[src/rtl/assert_macros.svh]
// Assertion helpers for the RTL.
`ifndef ASSERT_MACROS_SVH
`define ASSERT_MACROS_SVH

// antecedent implies consequent in the same cycle
`define ASSERT_IMPL(lbl, clk, rst_n, ante, cons) \
    lbl: assert property (@(posedge clk) disable iff (!rst_n) (ante) |-> (cons)) \
        else $error("assertion failed");

// antecedent implies consequent in the next cycle
`define ASSERT_NEXT(lbl, clk, rst_n, ante, cons) \
    lbl: assert property (@(posedge clk) disable iff (!rst_n) (ante) |=> (cons)) \
        else $error("assertion failed");

`endif

[src/rtl/cacr_fifo.sv]
// ----------------------------------------------------------------------------
// cacr_fifo
// Small synchronous queue, power-of-two depth, full flag decoded from the registered count.
// ----------------------------------------------------------------------------
`default_nettype none

module cacr_fifo #(
    parameter type T     = logic,
    parameter int  DEPTH = 4
) (
    input  wire logic clk,
    input  wire logic rst_n,
    input  wire logic push,
    input  wire T     wdata,
    output logic      full,
    input  wire logic pop,
    output T          rdata,
    output logic      empty
);

    localparam int AW = (DEPTH > 1) ? $clog2(DEPTH) : 1;

    T               mem [DEPTH];
    logic [AW-1:0]  wptr_reg, rptr_reg;
    logic [AW:0]    count_reg, count_next;
    logic           do_push, do_pop;

    assign full    = (count_reg == (AW+1)'(DEPTH));
    assign empty   = (count_reg == '0);
    assign do_push = push && !full;
    assign do_pop  = pop && !empty;
    assign rdata   = mem[rptr_reg];

    always_comb
    begin
        count_next = count_reg;
        if (do_push && !do_pop)
        begin
            count_next = count_reg + 1'b1;
        end
        else if (do_pop && !do_push)
        begin
            count_next = count_reg - 1'b1;
        end
    end

    always_ff @(posedge clk or negedge rst_n)
    begin
        if (!rst_n)
        begin
            wptr_reg  <= '0;
            rptr_reg  <= '0;
            count_reg <= '0;
        end
        else
        begin
            if (do_push)
            begin
                wptr_reg <= wptr_reg + 1'b1;
            end
            if (do_pop)
            begin
                rptr_reg <= rptr_reg + 1'b1;
            end
            count_reg <= count_next;
        end
    end

    always_ff @(posedge clk)
    begin
        if (do_push)
        begin
            mem[wptr_reg] <= wdata;
        end
    end

endmodule

`default_nettype wire

[config.mk]
export PLATFORM = sky130hd
export DESIGN_NAME = cacr_fifo
export DESIGN_NICKNAME = d
export VERILOG_FILES = /design/src/rtl/assert_macros.svh /design/src/rtl/cacr_fifo.sv
export SDC_FILE = /design/constraint.sdc
export NUM_CORES = 1
export LEC_CHECK = 0
export ABC_AREA = 1
export ABC_CLOCK_PERIOD_IN_PS = 1700
export BUFFER_PORTS_ARGS = -buffer_cell sky130_fd_sc_hd__buf_2
export CAP_MARGIN = 5
export CELL_PAD_IN_SITES_DETAIL_PLACEMENT = 0
export CELL_PAD_IN_SITES_GLOBAL_PLACEMENT = 1
export CORE_MARGIN = 4
export CORE_UTILIZATION = 36
export CTS_CLUSTER_SIZE = 14
export DETAILED_ROUTE_END_ITERATION = 10
export PLACE_DENSITY = 0.7
export SYNTH_ARGS = -nofsm -noshare
export SYNTH_HDL_FRONTEND = slang
export SYNTH_SLANG_ARGS = --single-unit
[constraint.sdc]
create_clock -name clk -period 1.7 [get_ports clk]
set_clock_uncertainty 0.05 [all_clocks]
set_input_delay 0.085 -clock clk [delete_from_list [all_inputs] [get_ports clk]]
set_output_delay 0.085 -clock clk [all_outputs]
set_load 0.01 [all_outputs]
==> impl_metrics.csv <==
group,metric,value,unit
outcome,status,"finished clean",
floorplanning,die_area,2494,um^2
floorplanning,start_util,0.4016,
hold_path,hold_class,"input pin to flip-flop",
clock_tree,cts_tree,"yes",
finish,utilization,0.5413,
finish,syn2layout_area_growth,34.78,%
setup_path,critPathLaunch,"count_reg[2]",
floorplanning,die_w,49.94,um
setup_path,worstPathArrival,1.80,ns
route,drt-initial-drc-count,4,
yosys,syn-instance-count,73,
setup_path,crit_fanout,3,
clock_tree,cts_htree_levels,1,
timing,hold_slack,0.03690,ns
setup_path,critPathTopFamily,"adder cells",
global_routing,grt_antenna_before_repair,0,
setup_path,crit_path_start_kind,"flip-flop",
placement,io_buffers,7,
global_routing,grtUsageMet1,0.1022,
yosys,synth_seq_cells,11,
global_routing,use_met3,0.02711,
clock_tree,path_clk_slew,0.08,ns
global_routing,grt.met2_usage,0.1718,
route,viasPerCell,4.456,
floorplanning,die_h,49.94,um
setup_path,cp.depth,8,
yosys,syn-num-nets,84,
global_routing,grt_pass1_vias,474,
route,drt-wirelength-per-cell,9.956,um
global_routing,grt_first_pass_wirelength,1794,um
setup_path,r2r_cells,8,
setup_path,end_kind,"flip-flop",
clock_tree,cts_max_path_buffers,2,
timing,setup_viol,0,
power_and_ir_drop,p_leak,0.0004612,uW
global_routing,grtUsageTotal,0.09539,
floorplanning,core_area,1577,um^2
setup_path,crit_chain,"inv_2, nand3_2, nand2_2, ha_4, inv_4, fa_2, nand2_1, o21ai_0",
route,vias,508,
floorplanning,fp-row-count,14,
placement,place_hpwl,840.3,um
route,drc_errors,0,
finish,diodes,0,
setup_path,slowest_delay,0.52,ns
timing,relSlewSlack,0.8772,
yosys,synthDistinctLibCells,16,
yosys,syn_area_per_cell,8.673,um^2
global_routing,gr-max-usage-layer,"met2",
yosys,ys_warn_count,0,
route,totalWireLength,1135,um
placement,place_area,755.7,um^2
timing,final-hold-violation-count,0,
setup_path,reg2reg_slack,0.04,ns
finish,design_area,853.3,um^2
job,maxCapViolCount,0,
placement,routabilityCongestion,0.7493,
clock_tree,cts_root_buffer,"clkbuf_4",
timing,slew_violations,0,
power_and_ir_drop,vdd_drop_max,0.7911,mV
power_and_ir_drop,p_per_area,1719,nW/um^2
setup_path,timing.rr.end,"count_reg[1]",
setup_path,crit_type,"flip-flop to flip-flop",
setup_path,reg2reg_from,"count_reg[2]",
yosys,netlist_area,633.1,um^2
timing,worst_pin_slew,0.1842,ns
clock_tree,cts.sinks,11,
route,firstDrtPassIters,3,
floorplanning,io_pins,8,
timing,fin_crit_sh,0.9756,
finish,nNetsFinal,110,
timing,fmax,603.0,MHz
timing,period_needed,1.658,ns
clock_tree,clk_latency,0.27,ns
finish,final_common_cell,"nand2_1",
setup_path,cp_slowest_cell,"fa_2",
global_routing,grt_max_degree,8,
timing,rsz0062_at_grt,"true",
yosys,synth_seq_area_share,0.4664,
setup_path,crit_buf_inv,2,
route,postRouteAntennaNets,0,
global_routing,grt.overflow.total,0,
finish,layout-drive-gt1-share,0.3571,
finish,fillers,158,
clock_tree,numCtsBuffers,3,
finish,largest_reg_flops,4,
setup_path,crit_required,1.85,ns
setup_path,critPathCapture,"count_reg[1]",
finish,final_cell_mix,"18 x nand2_1, 14 x inv_1, 12 x buf_4, 7 x dfrtp_1, 7 x buf_2",
power by group:
part	internal [uW]	total, uW	switching, uW	leakage (uW)
Clock	86.8	179	92.4	0.0000177
Sequential	383	467	84.4	0.000121
Combinational	401	820	419	0.000322
kinds of logic (layout without fill, tap and decap cells):
group,after synthesis,in the layout,synth area share
flip-flops,11,11,0.4664
XOR/XNOR,1,1,0.01384
adder cells (fa/ha/maj),6,6,0.1304
buffers and inverters,19,44,0.1127
AO/OA/AOI/OAI,3,3,0.03161
AND/OR/NAND/NOR,33,33,0.2451
routing by layer:
layer,up-vias,part of all wire
met5,-,0
met4,0,0.0035
met3,2,0.043
met2,7,0.51
met1,229,0.44
li1,270,-
worst reg2reg max path: stages (launching register included):
cell and delay, ns:
dfrtp_1 0.44, inv_2 0.10, nand3_2 0.09, nand2_2 0.10, ha_4 0.15, inv_4 0.04
fa_2 0.52, nand2_1 0.04, o21ai_0 0.06
cells in the mapped netlist:
cell,count,share of area
nand2_1,19,0.11
nand4_1,1,0.0099
nand2_2,1,0.0099
xnor2_1,1,0.014
nand3_2,2,0.032
edfxtp_1,4,0.19
ha_1,5,0.099
nand3_1,5,0.040
nor2_1,4,0.024
o21ai_0,1,0.0079
nand2_4,1,0.018
dfrtp_1,7,0.28
inv_2,2,0.012
inv_1,17,0.10
o211ai_1,2,0.024
fa_1,1,0.032
final cells by class:
| cell class | count | area [um^2] | area share |
|---|---|---|---|
| timing repair buffer | 21 | 145.1 | 0.1701 |
| multi-input combinational | 43 | 291.5 | 0.3416 |
| clock inverter | 1 | 5.005 | 0.005865 |
| clock buffer | 3 | 22.52 | 0.02639 |
| tap | 16 | 20.02 | 0.02346 |
| inverter | 19 | 73.82 | 0.08651 |
| sequential | 11 | 295.3 | 0.3460 |
timing repair:
action / 4_1_cts / 5_1_grt
pin swaps: 1 / 5
setup buffers: 2 / 2
hold buffers: 2 / 0
endpoints found under the hold margin: 11 / 0
endpoints found under the setup margin: 2 / 2
resized for setup: 4 / 4
stage by stage:
stage	power, uW	worst slack (ns)	TNS [ns]	cells
after CTS	1404	0.02394	0	112
after detailed placement	1171	-0.03363	-0.03363	104
after global placement	1147	-0.01777	-0.01777	104
after floorplan	920.6	0.007814	0	73
after global routing	1597	-0.02100	-0.03956	114
final	1466	0.04152	0	114
how the worst min path moves through the flow:
stage / startpoint / endpoint / slack [ns] / cells past startpoint
after floorplan: rst_n / count_reg[0] / -0.26 / 0
after global placement: rst_n / wptr_reg[1] / -0.12 / 1
after detailed placement: rst_n / wptr_reg[1] / -0.12 / 1
after CTS: pop / rptr_reg[0] / 0.04 / 3
after global routing: pop / rptr_reg[0] / 0.04 / 3
final: pop / rptr_reg[0] / 0.04 / 3
Note: power is estimated with default switching activity, not from simulation.
