## config.mk

```make
export PLATFORM = sky130hd
export DESIGN_NAME = cacr_back
export DESIGN_NICKNAME = d
export VERILOG_FILES = /design/src/rtl/assert_macros.svh /design/src/rtl/cacr_pkg.sv /design/src/rtl/cacr_back.sv
export SDC_FILE = /design/constraint.sdc
export NUM_CORES = 2
export LEC_CHECK = 0
export BUFFER_PORTS_ARGS = -buffer_cell sky130_fd_sc_hd__buf_4
export CORE_UTILIZATION = 25
export DETAILED_ROUTE_END_ITERATION = 6
export PLACE_DENSITY = 0.47
export SETUP_SLACK_MARGIN = 0.4
export SLEW_MARGIN = 25
export SYNTH_ARGS = -nofsm -noshare
export SYNTH_HDL_FRONTEND = slang
export SYNTH_SLANG_ARGS = --single-unit
```

## constraint.sdc

```tcl
create_clock -name clk -period 120.1 [get_ports clk]
set_clock_uncertainty 0.2 [all_clocks]
set_input_delay 12.01 -clock clk [delete_from_list [all_inputs] [get_ports clk]]
set_output_delay 12.01 -clock clk [all_outputs]
set_load 0.01 [all_outputs]
```

## src/rtl/assert_macros.svh

```systemverilog
// Assertion helpers for the RTL.
`ifndef ASSERT_MACROS_SVH
`define ASSERT_MACROS_SVH

// antecedent implies consequent in the same cycle
`define ASSERT_IMPL(lbl, clk, rst_n, ante, cons) \
    lbl: assert property (@(posedge clk) disable iff (!rst_n) (ante) |-> (cons)) \
        else $error("assertion failed");

// antecedent implies consequent in the next cycle
`define ASSERT_NEXT(lbl, clk, rst_n, ante, cons) \
    lbl: assert property (@(posedge clk) disable iff (!rst_n) (ante) |=> (cons)) \
        else $error("assertion failed");

`endif

```

## src/rtl/cacr_pkg.sv

```systemverilog
// ----------------------------------------------------------------------------
// cacr_pkg
// Types and constants for the circle versus box contact resolver.
// ----------------------------------------------------------------------------
`default_nettype none

package cacr_pkg;

    localparam int CB  = 24;          // coordinate bits
    localparam int UB  = CB - 1;      // radius / half size bits
    localparam int D2B = 2 * UB;      // squared distance bits
    localparam int NB  = 16;          // normal bits
    localparam int NMB = 15;          // normal magnitude bits
    localparam int PB  = UB + NMB;    // pen * |n| bits

    localparam logic [NMB-1:0] NORM_ONE  = NMB'(16384);
    localparam logic [NMB-1:0] NORM_DIAG = NMB'(11585);

    typedef struct packed {
        logic signed [CB-1:0] circle_x;
        logic signed [CB-1:0] circle_y;
        logic        [UB-1:0] circle_radius;
        logic signed [CB-1:0] box_x;
        logic signed [CB-1:0] box_y;
        logic        [UB-1:0] box_half_w;
        logic        [UB-1:0] box_half_h;
        logic                 circle_dynamic;
        logic                 box_dynamic;
    } item_t;

    typedef struct packed {
        logic                 contact;
        logic signed [NB-1:0] normal_x;
        logic signed [NB-1:0] normal_y;
        logic signed [CB-1:0] circle_dx;
        logic signed [CB-1:0] circle_dy;
        logic signed [CB-1:0] box_dx;
        logic signed [CB-1:0] box_dy;
    } result_t;

    // axis side of the circle centre relative to the box
    typedef struct packed {
        logic outside;
        logic neg;
    } side_t;

    // classified pair handed from front to back
    typedef struct packed {
        logic           contact;
        side_t          side_x;
        side_t          side_y;
        logic [UB-1:0]  radius;
        logic [D2B-1:0] d2;
        logic           cdyn;
        logic           bdyn;
    } task_t;

endpackage

`default_nettype wire

```

## src/rtl/cacr_back.sv

```systemverilog
// ----------------------------------------------------------------------------
// cacr_back
// Pipelined integer square root, penetration and separation moves.
// ----------------------------------------------------------------------------
`default_nettype none

module cacr_back (
    input  wire logic              clk,
    input  wire logic              rst_n,
    input  wire logic              task_empty,
    input  wire cacr_pkg::task_t   task_data,
    output logic                   task_pop,
    output logic                   res_push,
    output cacr_pkg::result_t      res_data,
    input  wire logic              res_full
);

    import cacr_pkg::*;

    localparam int NS = UB;           // one root bit per stage

    logic adv;

    logic           sv_reg  [NS];
    task_t          st_reg  [NS];
    logic [D2B:0]   rem_reg [NS];
    logic [D2B:0]   root_reg[NS];

    // move stage
    logic              mv_reg;
    logic              mc_reg;
    side_t             msx_reg, msy_reg;
    logic              mcd_reg, mbd_reg;
    logic [NMB-1:0]    anx_reg, any_reg;
    logic [PB-1:0]     px_reg, py_reg;

    logic [UB-1:0]     pen;
    logic [NMB-1:0]    anx, any_n;

    assign adv      = !(mv_reg && res_full);
    assign task_pop = adv;

    genvar k;
    generate
        for (k = 0; k < NS; k++)
        begin : g_root
            localparam logic [D2B:0] BIT = (D2B+1)'(1) << (2 * (NS - 1 - k));
            logic [D2B:0] rem_in, root_in, trial;
            logic         v_in;
            task_t        t_in;
            if (k == 0)
            begin : g_first
                assign rem_in  = (D2B+1)'(task_data.d2);
                assign root_in = '0;
                assign v_in    = !task_empty;
                assign t_in    = task_data;
            end
            else
            begin : g_next
                assign rem_in  = rem_reg[k-1];
                assign root_in = root_reg[k-1];
                assign v_in    = sv_reg[k-1];
                assign t_in    = st_reg[k-1];
            end
            assign trial = root_in + BIT;

            always_ff @(posedge clk or negedge rst_n)
            begin
                if (!rst_n)
                begin
                    sv_reg[k] <= 1'b0;
                end
                else if (adv)
                begin
                    sv_reg[k] <= v_in;
                end
            end

            always_ff @(posedge clk)
            begin
                if (adv)
                begin
                    st_reg[k] <= t_in;
                    if (rem_in >= trial)
                    begin
                        rem_reg[k]  <= rem_in - trial;
                        root_reg[k] <= (root_in >> 1) + BIT;
                    end
                    else
                    begin
                        rem_reg[k]  <= rem_in;
                        root_reg[k] <= root_in >> 1;
                    end
                end
            end
        end
    endgenerate

    always_comb
    begin
        pen   = st_reg[NS-1].radius - root_reg[NS-1][UB-1:0];
        anx   = '0;
        any_n = '0;
        if (st_reg[NS-1].side_x.outside && st_reg[NS-1].side_y.outside)
        begin
            anx   = NORM_DIAG;
            any_n = NORM_DIAG;
        end
        else
        begin
            anx   = st_reg[NS-1].side_x.outside ? NORM_ONE : '0;
            any_n = st_reg[NS-1].side_y.outside ? NORM_ONE : '0;
        end
    end

    always_ff @(posedge clk or negedge rst_n)
    begin
        if (!rst_n)
        begin
            mv_reg <= 1'b0;
        end
        else if (adv)
        begin
            mv_reg <= sv_reg[NS-1];
        end
    end

    always_ff @(posedge clk)
    begin
        if (adv)
        begin
            mc_reg  <= st_reg[NS-1].contact;
            msx_reg <= st_reg[NS-1].side_x;
            msy_reg <= st_reg[NS-1].side_y;
            mcd_reg <= st_reg[NS-1].cdyn;
            mbd_reg <= st_reg[NS-1].bdyn;
            anx_reg <= anx;
            any_reg <= any_n;
            px_reg  <= PB'(pen) * PB'(anx);
            py_reg  <= PB'(pen) * PB'(any_n);
        end
    end

    // round half away from zero on the magnitude, then saturate
    function automatic logic signed [CB-1:0] move_mag(input logic [PB-1:0] p,
                                                      input logic both);
        logic [PB:0]   sum;
        logic [PB:0]   q;
        sum = both ? ((PB+1)'(p) + (PB+1)'(1 << 14)) : ((PB+1)'(p) + (PB+1)'(1 << 13));
        q   = both ? (sum >> 15) : (sum >> 14);
        if (q > (PB+1)'({1'b0, {UB{1'b1}}}))
        begin
            q = (PB+1)'({1'b0, {UB{1'b1}}});
        end
        return q[CB-1:0];
    endfunction

    logic signed [CB-1:0] mag_x, mag_y, cmx, cmy;
    logic                 both;

    always_comb
    begin
        both  = mcd_reg && mbd_reg;
        mag_x = move_mag(px_reg, both);
        mag_y = move_mag(py_reg, both);
        cmx   = msx_reg.neg ? -mag_x : mag_x;
        cmy   = msy_reg.neg ? -mag_y : mag_y;

        res_push           = mv_reg && adv;
        res_data           = '0;
        if (mc_reg)
        begin
            res_data.contact  = 1'b1;
            res_data.normal_x = msx_reg.neg ? -NB'(anx_reg) : NB'(anx_reg);
            res_data.normal_y = msy_reg.neg ? -NB'(any_reg) : NB'(any_reg);
            if (mcd_reg)
            begin
                res_data.circle_dx = cmx;
                res_data.circle_dy = cmy;
            end
            if (mbd_reg)
            begin
                res_data.box_dx = -cmx;
                res_data.box_dy = -cmy;
            end
        end
    end

endmodule

`default_nettype wire

```

==> run metrics <==
crit path max fanout 109; Multi-input gate area 0.0351 mm²; busiest grt layer met2; register area share after synthesis 0.619; drt first-iter violations 3,364; setup repair bufs after CTS 0; DIE HEIGHT 637 µm; synthesized area per cell 13.1 µm²; first-pass GRT wire length 333,000 µm; crit path DAT 13.27 ns; CTS resizes 0; row cnt 232; GR Util met1 0.121; pin count of the biggest net entering global routing 200; startpoint types input port; share of layout cells above drive strength 1 0.0892; top cells by area, synth edfxtp_1 61%, ha_1 7.5%, xnor2_1 2.8%, fa_1 2.7%, inv_1 2.5%; initial antenna violation count 9; Die Wd 637 µm; area share of the largest cell type after synthesis 0.613; Remaining Overflow, GRT 0; post-route ant nets 0; Hold-fix buffers, CTS 0; Yosys cell types 114; Port Buf Inserts 210; Yosys reg bits 2,081; maximum clock rate 39.2 MHz; Post-Synthesis Cells 7,688; Tcrit/Tclk final 0.212; GR Util met2 0.182; die area 0.406 mm²; WP data required 107.89 ns; core footprint 0.400 mm²; number of flip-flops in the largest register 1,034; Seq. cell area 0.0624 mm²; yosys warns 0; IO Pins 211; GR Util met3 0.0141; RR Startpoint root_reg[11][2]; hold path start st_reg[0][456]; time the worst path needs with I/O delays and setup 25.48 ns; post-DR vias/cell 4.34; vias in the first global route 60,388; Slew headroom 0.275; Hold Fails Final Rpt 0; clock root buffer clkbuf_16; DRC violations left 0; Async S/R FF share, synth 0.0115; dominant synthesized flop cell edfxtp_1; Initial Utilization 0.252; Placer Congestion 0.855; nets@finish 8,848; fillers 40,154; Post-synth EDFFs 2,057; drt total wl 212,000 µm; detailed-route via count 58,504; Max Cap Viol 0; Skew-Pair Late Insertion Delay 0.87 ns; clock buffer depth 4; CTS tree done; Crit. End Element primary output; Wirelength per Cell 15.7 µm; setup violators final 0; P&R area growth vs syn 15.3%; total track usage 0.101; status completed; Synthesized Nets 8,513; H-tree depth 4; critical setup path kind in2out; TritonCTS Buffers 229; HP Class reg2reg; most common cell in the synthesized netlist edfxtp_1; Commonest cells post-synth 2,057 x edfxtp_1, 683 x inv_1, 608 x ha_1; clock slew at reported path FFs 0.06 ns; drt pass-1 iters 5; TNS Setup 0 ns; worst-margin pin slew 1.07 ns; largest area contributor in the netlist edfxtp_1; Sink Count 2,081; synthesized area 0.101 mm²; RSZ-0062 raised after global routing false; Slew Limit Fails 0; Final HPWL DP 157,000 µm; Critical Path Source res_full
[worst max-delay path: stages]
cell and delay (ns):
buf_4 0.12, and2_2 0.24, inv_8 0.56, buf_4 0.24
[path summary, 6_finish.rpt]
kind	slack (ns)	cells past startpoint	to
max	94.62	4	task_pop
min	0.18	0	st_reg[0][532]
max reg2reg	109.63	31	px_reg[36]
min reg2reg	0.18	0	st_reg[0][532]
max in group asynchronous	108.58	1	mv_reg
min in group asynchronous	10.88	1	g_root[12].v_in
[layout make-up]
cell class,count,share of cell area
Antenna cell,1,0.0000215
Clock buffer,280,0.0515
Clock inverter,134,0.0121
Inverter,685,0.0223
Multi-Input combinational cell,4754,0.302
Sequential cell,2081,0.537
Tap cell,5265,0.0567
Timing Repair Buffer,272,0.0185
[layer usage]
metal | up-vias | share of wire
li1 | 28996 | -
met1 | 28058 | 0.43
met2 | 1040 | 0.49
met3 | 410 | 0.033
met4 | 0 | 0.042
met5 | - | 0
[cell usage in the layout (no fill, tap or decap), types with 24 or more instances in the layout]
cell type and count:
nor2_1 549, a21boi_0 40, nor4_1 175, a21o_1 135
xnor2_1 317, nand3_1 121, a21oi_1 330, or4_1 44
clkbuf_1 48, inv_1 681, or3_1 74, nand2_1 437
nor3_1 250, and2_1 27, a31oi_1 29, mux2_2 35
clkbuf_16 232, edfxtp_1 2057, nor2b_1 70, o21a_1 91
buf_4 263, fa_1 137, nand4_1 104, ha_1 608
xor2_1 286, or2_2 31, nand2b_1 85, o21ai_0 267
clkinv_1 47, clkinv_2 33, o31ai_1 49, mux2i_1 24
and3_1 60, dfrtp_1 24, bufinv_16 26
[cells by family after synthesis]
kind of cell	after synthesis	share of synthesized area
DFF	2081	0.619
buffers and inverters	853	0.0333
adders and majority gates	745	0.103
muxes	59	0.00630
and+or+nand+nor	2170	0.110
AOI/OAI and AO/OA	1177	0.0760
xor gates and xnor gates	603	0.0524
[through the flow]
| step | cells | area [µm²] | hold slack, ns | utilization | setup WS, ns |
|---|---|---|---|---|---|
| floorplan | 7688 | 101000 | 0.200 | - | 68.97 |
| global placement | 13055 | 109000 | 0.200 | 0.272 | 94.63 |
| detailed placement | 13055 | 109000 | 0.205 | 0.272 | 94.62 |
| CTS | 13469 | 116000 | 0.172 | 0.290 | 94.62 |
| global route | 13472 | 116000 | 0.186 | 0.290 | 94.53 |
| finish | 13472 | 116000 | 0.181 | 0.290 | 94.62 |
Power is not shown: default switching activity piles up to over one toggle a cycle in this logic, so the estimate is an artifact.
