<file path="src/rtl/assert_macros.svh">
// Assertion helpers for the RTL.
`ifndef ASSERT_MACROS_SVH
`define ASSERT_MACROS_SVH

// antecedent implies consequent in the same cycle
`define ASSERT_IMPL(lbl, clk, rst_n, ante, cons) \
    lbl: assert property (@(posedge clk) disable iff (!rst_n) (ante) |-> (cons)) \
        else $error("assertion failed");

// antecedent implies consequent in the next cycle
`define ASSERT_NEXT(lbl, clk, rst_n, ante, cons) \
    lbl: assert property (@(posedge clk) disable iff (!rst_n) (ante) |=> (cons)) \
        else $error("assertion failed");

`endif

</file>
<file path="src/rtl/cacr_pkg.sv">
// ----------------------------------------------------------------------------
// cacr_pkg
// Types and constants for the circle versus box contact resolver.
// ----------------------------------------------------------------------------
`default_nettype none

package cacr_pkg;

    localparam int CB  = 24;          // coordinate bits
    localparam int UB  = CB - 1;      // radius / half size bits
    localparam int D2B = 2 * UB;      // squared distance bits
    localparam int NB  = 16;          // normal bits
    localparam int NMB = 15;          // normal magnitude bits
    localparam int PB  = UB + NMB;    // pen * |n| bits

    localparam logic [NMB-1:0] NORM_ONE  = NMB'(16384);
    localparam logic [NMB-1:0] NORM_DIAG = NMB'(11585);

    typedef struct packed {
        logic signed [CB-1:0] circle_x;
        logic signed [CB-1:0] circle_y;
        logic        [UB-1:0] circle_radius;
        logic signed [CB-1:0] box_x;
        logic signed [CB-1:0] box_y;
        logic        [UB-1:0] box_half_w;
        logic        [UB-1:0] box_half_h;
        logic                 circle_dynamic;
        logic                 box_dynamic;
    } item_t;

    typedef struct packed {
        logic                 contact;
        logic signed [NB-1:0] normal_x;
        logic signed [NB-1:0] normal_y;
        logic signed [CB-1:0] circle_dx;
        logic signed [CB-1:0] circle_dy;
        logic signed [CB-1:0] box_dx;
        logic signed [CB-1:0] box_dy;
    } result_t;

    // axis side of the circle centre relative to the box
    typedef struct packed {
        logic outside;
        logic neg;
    } side_t;

    // classified pair handed from front to back
    typedef struct packed {
        logic           contact;
        side_t          side_x;
        side_t          side_y;
        logic [UB-1:0]  radius;
        logic [D2B-1:0] d2;
        logic           cdyn;
        logic           bdyn;
    } task_t;

endpackage

`default_nettype wire

</file>
<file path="src/rtl/cacr_front.sv">
// ----------------------------------------------------------------------------
// cacr_front
// Early reject, clamp to box, squared distance and contact test.
// ----------------------------------------------------------------------------
`default_nettype none

module cacr_front (
    input  wire logic            clk,
    input  wire logic            rst_n,
    input  wire logic            push,
    input  wire cacr_pkg::item_t item,
    output logic                 full,
    output logic                 task_push,
    output cacr_pkg::task_t      task_data,
    input  wire logic            task_full
);

    import cacr_pkg::*;

    logic adv;

    // stage 1: relative position
    logic                 v1_reg;
    logic signed [CB:0]   rx1_reg, ry1_reg;
    logic [UB-1:0]        r1_reg, hw1_reg, hh1_reg;
    logic                 cd1_reg, bd1_reg;

    // stage 2: clamp
    logic                 v2_reg;
    logic                 pre2_reg;
    logic [UB-1:0]        dx2_reg, dy2_reg, r2_reg;
    side_t                sx2_reg, sy2_reg;
    logic                 cd2_reg, bd2_reg;

    // stage 3: squares
    logic                 v3_reg;
    logic                 pre3_reg;
    logic [D2B-1:0]       sqx3_reg, sqy3_reg, rr3_reg;
    logic [UB-1:0]        r3_reg;
    side_t                sx3_reg, sy3_reg;
    logic                 cd3_reg, bd3_reg;

    logic [CB:0]          ax, ay;
    logic [CB:0]          lim_x, lim_y;
    logic signed [CB+1:0] hw_s, hh_s;
    logic signed [CB+1:0] ox_pos, ox_neg, oy_pos, oy_neg;
    logic [UB-1:0]        dx, dy;
    side_t                sx, sy;
    logic [D2B:0]         d2;

    assign adv  = !(v3_reg && task_full);
    assign full = !adv;

    always_comb
    begin
        ax    = rx1_reg[CB] ? (CB+1)'(-rx1_reg) : (CB+1)'(rx1_reg);
        ay    = ry1_reg[CB] ? (CB+1)'(-ry1_reg) : (CB+1)'(ry1_reg);
        lim_x = (CB+1)'(hw1_reg) + (CB+1)'(r1_reg);
        lim_y = (CB+1)'(hh1_reg) + (CB+1)'(r1_reg);
        hw_s  = (CB+2)'(signed'({1'b0, hw1_reg}));
        hh_s  = (CB+2)'(signed'({1'b0, hh1_reg}));
        ox_pos = (CB+2)'(rx1_reg) - hw_s;
        ox_neg = -hw_s - (CB+2)'(rx1_reg);
        oy_pos = (CB+2)'(ry1_reg) - hh_s;
        oy_neg = -hh_s - (CB+2)'(ry1_reg);
        dx = '0;
        dy = '0;
        sx = '0;
        sy = '0;
        // distances fit UB bits whenever the pair is not rejected
        if (ox_pos > 0)
        begin
            dx = ox_pos[UB-1:0];
            sx = '{outside: 1'b1, neg: 1'b0};
        end
        else if (ox_neg > 0)
        begin
            dx = ox_neg[UB-1:0];
            sx = '{outside: 1'b1, neg: 1'b1};
        end
        if (oy_pos > 0)
        begin
            dy = oy_pos[UB-1:0];
            sy = '{outside: 1'b1, neg: 1'b0};
        end
        else if (oy_neg > 0)
        begin
            dy = oy_neg[UB-1:0];
            sy = '{outside: 1'b1, neg: 1'b1};
        end
    end

    assign d2 = (D2B+1)'(sqx3_reg) + (D2B+1)'(sqy3_reg);

    always_comb
    begin
        task_push         = v3_reg && adv;
        task_data.contact = pre3_reg && (d2 < (D2B+1)'(rr3_reg));
        task_data.side_x  = sx3_reg;
        task_data.side_y  = sy3_reg;
        task_data.radius  = r3_reg;
        task_data.d2      = d2[D2B-1:0];
        task_data.cdyn    = cd3_reg;
        task_data.bdyn    = bd3_reg;
    end

    always_ff @(posedge clk or negedge rst_n)
    begin
        if (!rst_n)
        begin
            v1_reg <= 1'b0;
            v2_reg <= 1'b0;
            v3_reg <= 1'b0;
        end
        else if (adv)
        begin
            v1_reg <= push;
            v2_reg <= v1_reg;
            v3_reg <= v2_reg;
        end
    end

    always_ff @(posedge clk)
    begin
        if (adv)
        begin
            rx1_reg <= (CB+1)'(item.circle_x) - (CB+1)'(item.box_x);
            ry1_reg <= (CB+1)'(item.circle_y) - (CB+1)'(item.box_y);
            r1_reg  <= item.circle_radius;
            hw1_reg <= item.box_half_w;
            hh1_reg <= item.box_half_h;
            cd1_reg <= item.circle_dynamic;
            bd1_reg <= item.box_dynamic;

            pre2_reg <= !((ax > lim_x) || (ay > lim_y));
            dx2_reg  <= dx;
            dy2_reg  <= dy;
            r2_reg   <= r1_reg;
            sx2_reg  <= sx;
            sy2_reg  <= sy;
            cd2_reg  <= cd1_reg;
            bd2_reg  <= bd1_reg;

            pre3_reg <= pre2_reg;
            sqx3_reg <= D2B'(dx2_reg) * D2B'(dx2_reg);
            sqy3_reg <= D2B'(dy2_reg) * D2B'(dy2_reg);
            rr3_reg  <= D2B'(r2_reg) * D2B'(r2_reg);
            r3_reg   <= r2_reg;
            sx3_reg  <= sx2_reg;
            sy3_reg  <= sy2_reg;
            cd3_reg  <= cd2_reg;
            bd3_reg  <= bd2_reg;
        end
    end

endmodule

`default_nettype wire

</file>
<file path="config.mk">
export PLATFORM = sky130hd
export DESIGN_NAME = cacr_front
export DESIGN_NICKNAME = d
export VERILOG_FILES = /design/src/rtl/assert_macros.svh /design/src/rtl/cacr_pkg.sv /design/src/rtl/cacr_front.sv
export SDC_FILE = /design/constraint.sdc
export NUM_CORES = 2
export LEC_CHECK = 0
export CAP_MARGIN = 10
export CORE_ASPECT_RATIO = 1.4
export CORE_MARGIN = 4
export CORE_UTILIZATION = 65
export DETAILED_ROUTE_END_ITERATION = 8
export DONT_BUFFER_PORTS = 1
export PLACE_DENSITY = 0.81
export SLEW_MARGIN = 20
export SYNTH_ARGS = -nofsm -noshare
export SYNTH_HDL_FRONTEND = slang
export SYNTH_SLANG_ARGS = --single-unit
</file>
<file path="constraint.sdc">
create_clock -name clk -period 14.9 [get_ports clk]
set_input_delay 2.98 -clock clk [delete_from_list [all_inputs] [get_ports clk]]
set_output_delay 2.98 -clock clk [all_outputs]
set_load 0.02 [all_outputs]
</file>
==> metrics.csv <==
metric,value,unit
die width,289,µm
status,"finished, final reports clean",
Remaining DRCs,0,
Critical-path top delay cell,o311ai_1,
unrepaired setup endpoints after global routing,false,
CTS tree,done,
worst r2r src,dy2_reg[6],
Critical Path AT,6.67,ns
vias post-DR,52400,
register area share after synthesis,0.152,
DRT Pass-1 Iters,6,
Synthesis Warnings,0,
die area,116000,µm²
Initial Util,0.658,
CP bufs+invs,1,
final slew viol count,0,
H-tree level count,2,
Setup CP Type,flip-flop to primary output,
Multi-input gate area,53500,µm²
Max Clk Rate,104,MHz
Skew-Pair Late Insertion Delay,0.63,ns
Root Buffer,clkbuf_16,
Worst Reg-to-Reg Cells,25,
hold-critical path endpoint,task_data[72],
nets,9668,
ordered list of cells on the worst path,"ha_1, a21oi_1, o211ai_1, a211oi_1, nor3b_1, nand4b_1, nand3_1, a31oi_1, o2111ai_1, a41oi_1, nor2_1, o311ai_1, ha_1, o21ai_0, nand2b_1, a21oi_1, nor2b_1, o21ai_0, o2111a_1, o31ai_1, a311oi_2, buf_4",
FF-to-FF End,sqy3_reg[44],
CP peak stage delay,0.80,ns
gpl congestion,0.977,
layout cells sized above 1,0.0282,
cells after synthesis,7518,
cell family with most CP delay,compound AO/OA/AOI/OAI gates,
final WL,183000,µm
CTS buffer count,40,
Crit Path Max Fanout,5,
"most common cell after layout, fill and taps aside",inv_1,
"commonest non-fill, non-tap cells in the layout","inv_1, fa_1, ha_1",
placed wire-length estimate,151000,µm
clock sink total,364,
flop2flop setup slack,6.39,ns
"Net Count, Synth",9744,
Setup Buffers After CTS,0,
largest net degree at the start of global routing,111,
synthesized flop and latch total,364,
FILL cells,8232,
die height,401,µm
Worst Setup Start Kind,flip-flop,
Site Rows,143,
Max Cap Viol,0,
vias per cell,5.87,
Boundary Pins,249,
Antenna Nets Post-Route,0,
worst slew pin tran,1.17,ns
wire length of the first global-routing pass,294000,µm
vias in the first global route,57300,
initial DRC count,3299,
synth unique cells,95,
core area,109000,µm²
initial antenna violation count,6,
hold path start,sy2_reg[1],
total track usage,0.323,
post-CTS sizing,0,
hold path cells,0,
gr ovfl total,0,
Synth async-reset ratio,0.00824,
Final period util,0.648,
CP Capture Type,primary output,
Final Hold Viols,0,
post-synth top area cell,fa_1,
clock buffer depth,3,
"Top FF cell, synth",edfxtp_1,
mapped cell area,71700,µm²
worst path required time,11.92,ns
register area,10900,µm²
Layout area overhead,4.15,%
Setup Skew,0.0576,ns
Slew HR,0.219,
setup violators final,0,
IO buf count,0,
largest cells by area after synthesis,"fa_1, ha_1, edfxtp_1",
hold buffer count at cts,0,
drt wl/cell,20.5,µm
setup_tns,0,ns
Min-Delay Path Class,flip-flop to flip-flop,
number of synthesized flops with an enable pin,361,
Mapped Avg Cell Area,9.53,µm²
Final Critical Period,9.65,ns
clock slew at reported path FFs,0.06,ns
Yosys top cell area share,0.325,
## per-stage QoR
step / setup slack (ns) / std cells / hold slack, ns / utilization / area (µm²)
floorplan: 3.77 / 7518 / 0.400 / - / 71700
global placement: 6.10 / 8849 / 0.404 / 0.673 / 73300
detailed placement: 5.91 / 8849 / 0.406 / 0.673 / 73300
CTS: 5.28 / 8922 / 0.423 / 0.685 / 74600
global route: 4.78 / 8925 / 0.424 / 0.685 / 74600
finish: 5.25 / 8928 / 0.421 / 0.685 / 74700
## cells in the mapped netlist (all sizes together), types with 8 or more instances
| cell | count |
|---|---|
| a21boi | 18 |
| o21a | 56 |
| mux2 | 15 |
| o31ai | 46 |
| nand2 | 583 |
| a211oi | 29 |
| o311ai | 9 |
| or4 | 13 |
| nor2 | 283 |
| a2111oi | 13 |
| nor3b | 9 |
| a21oi | 274 |
| a311oi | 8 |
| buf | 11 |
| or2 | 21 |
| clkbuf | 177 |
| xnor2 | 254 |
| nand4 | 61 |
| a31o | 14 |
| o211ai | 37 |
| a21o | 150 |
| nand3b | 11 |
| nor3 | 77 |
| a31oi | 39 |
| inv | 1750 |
| a211o | 12 |
| and3 | 50 |
| edfxtp | 361 |
| and2 | 315 |
| o21ai | 175 |
| nor2b | 100 |
| mux2i | 20 |
| o41ai | 12 |
| or3 | 24 |
| nand2b | 61 |
| nand3 | 90 |
| o21bai | 37 |
| xor2 | 115 |
| ha | 891 |
| nor4 | 21 |
| a221oi | 12 |
| o2111ai | 13 |
| fa | 1164 |
## layer usage
layer	GRT usage	wire length, µm	up-vias
met5	0	0	-
li1	-	-	23900
met1	0.370	65000	26000
met3	0.0550	12700	600
met2	0.559	90300	1962
met4	0.205	14700	0
## cell families after synthesis
logic type	count (synthesis)	share of synthesized area
adders and majority gates	2055	0.481
buffers and inverters	1940	0.102
and+or+nand+nor	1741	0.120
AOI/OAI and AO/OA	1014	0.0943
xor gates and xnor gates	369	0.0451
DFF	364	0.152
muxes	35	0.00525
## final cells by class
type | instances | area share
multi-input combinational | 5214 | 0.716
antenna | 5 | 0.000168
sequential | 364 | 0.146
tap | 1450 | 0.0243
inverter | 1752 | 0.0881
clock inverter | 28 | 0.00374
clock buffer | 45 | 0.0139
timing repair buffer | 70 | 0.00731
## how the worst max path moves through the flow
stage / startpoint / to / cells after the start
2_1_floorplan: task_full / full / 2
3_3_place_gp: sqy3_reg[3] / task_data[75] / 22
3_5_place_dp: sqx3_reg[3] / task_data[75] / 22
4_1_cts: sqx3_reg[3] / task_data[75] / 22
5_1_grt: sqx3_reg[3] / task_data[75] / 22
6_report: sqx3_reg[3] / task_data[75] / 22
## worst reg2reg max path: stages (launching register included)
cell and delay, ns:
edfxtp_1 0.93, nand2_1 0.19, fa_1 0.59, inv_1 0.07
fa_1 0.50, inv_1 0.05, fa_1 0.47, inv_1 0.05
fa_1 0.50, inv_1 0.06, fa_1 0.53, inv_1 0.05
fa_1 0.49, fa_1 0.42, ha_1 0.35, a21oi_1 0.23
nand3_1 0.16, o2111ai_1 0.36, nor2_1 0.07, a221oi_1 0.64
o31ai_1 0.30, a221oi_1 0.40, a211o_1 0.21, o21ai_0 0.12
o41a_1 0.35, xor2_1 0.15
Power is not shown: default switching activity piles up to over one toggle a cycle in this logic, so the estimate is an artifact.
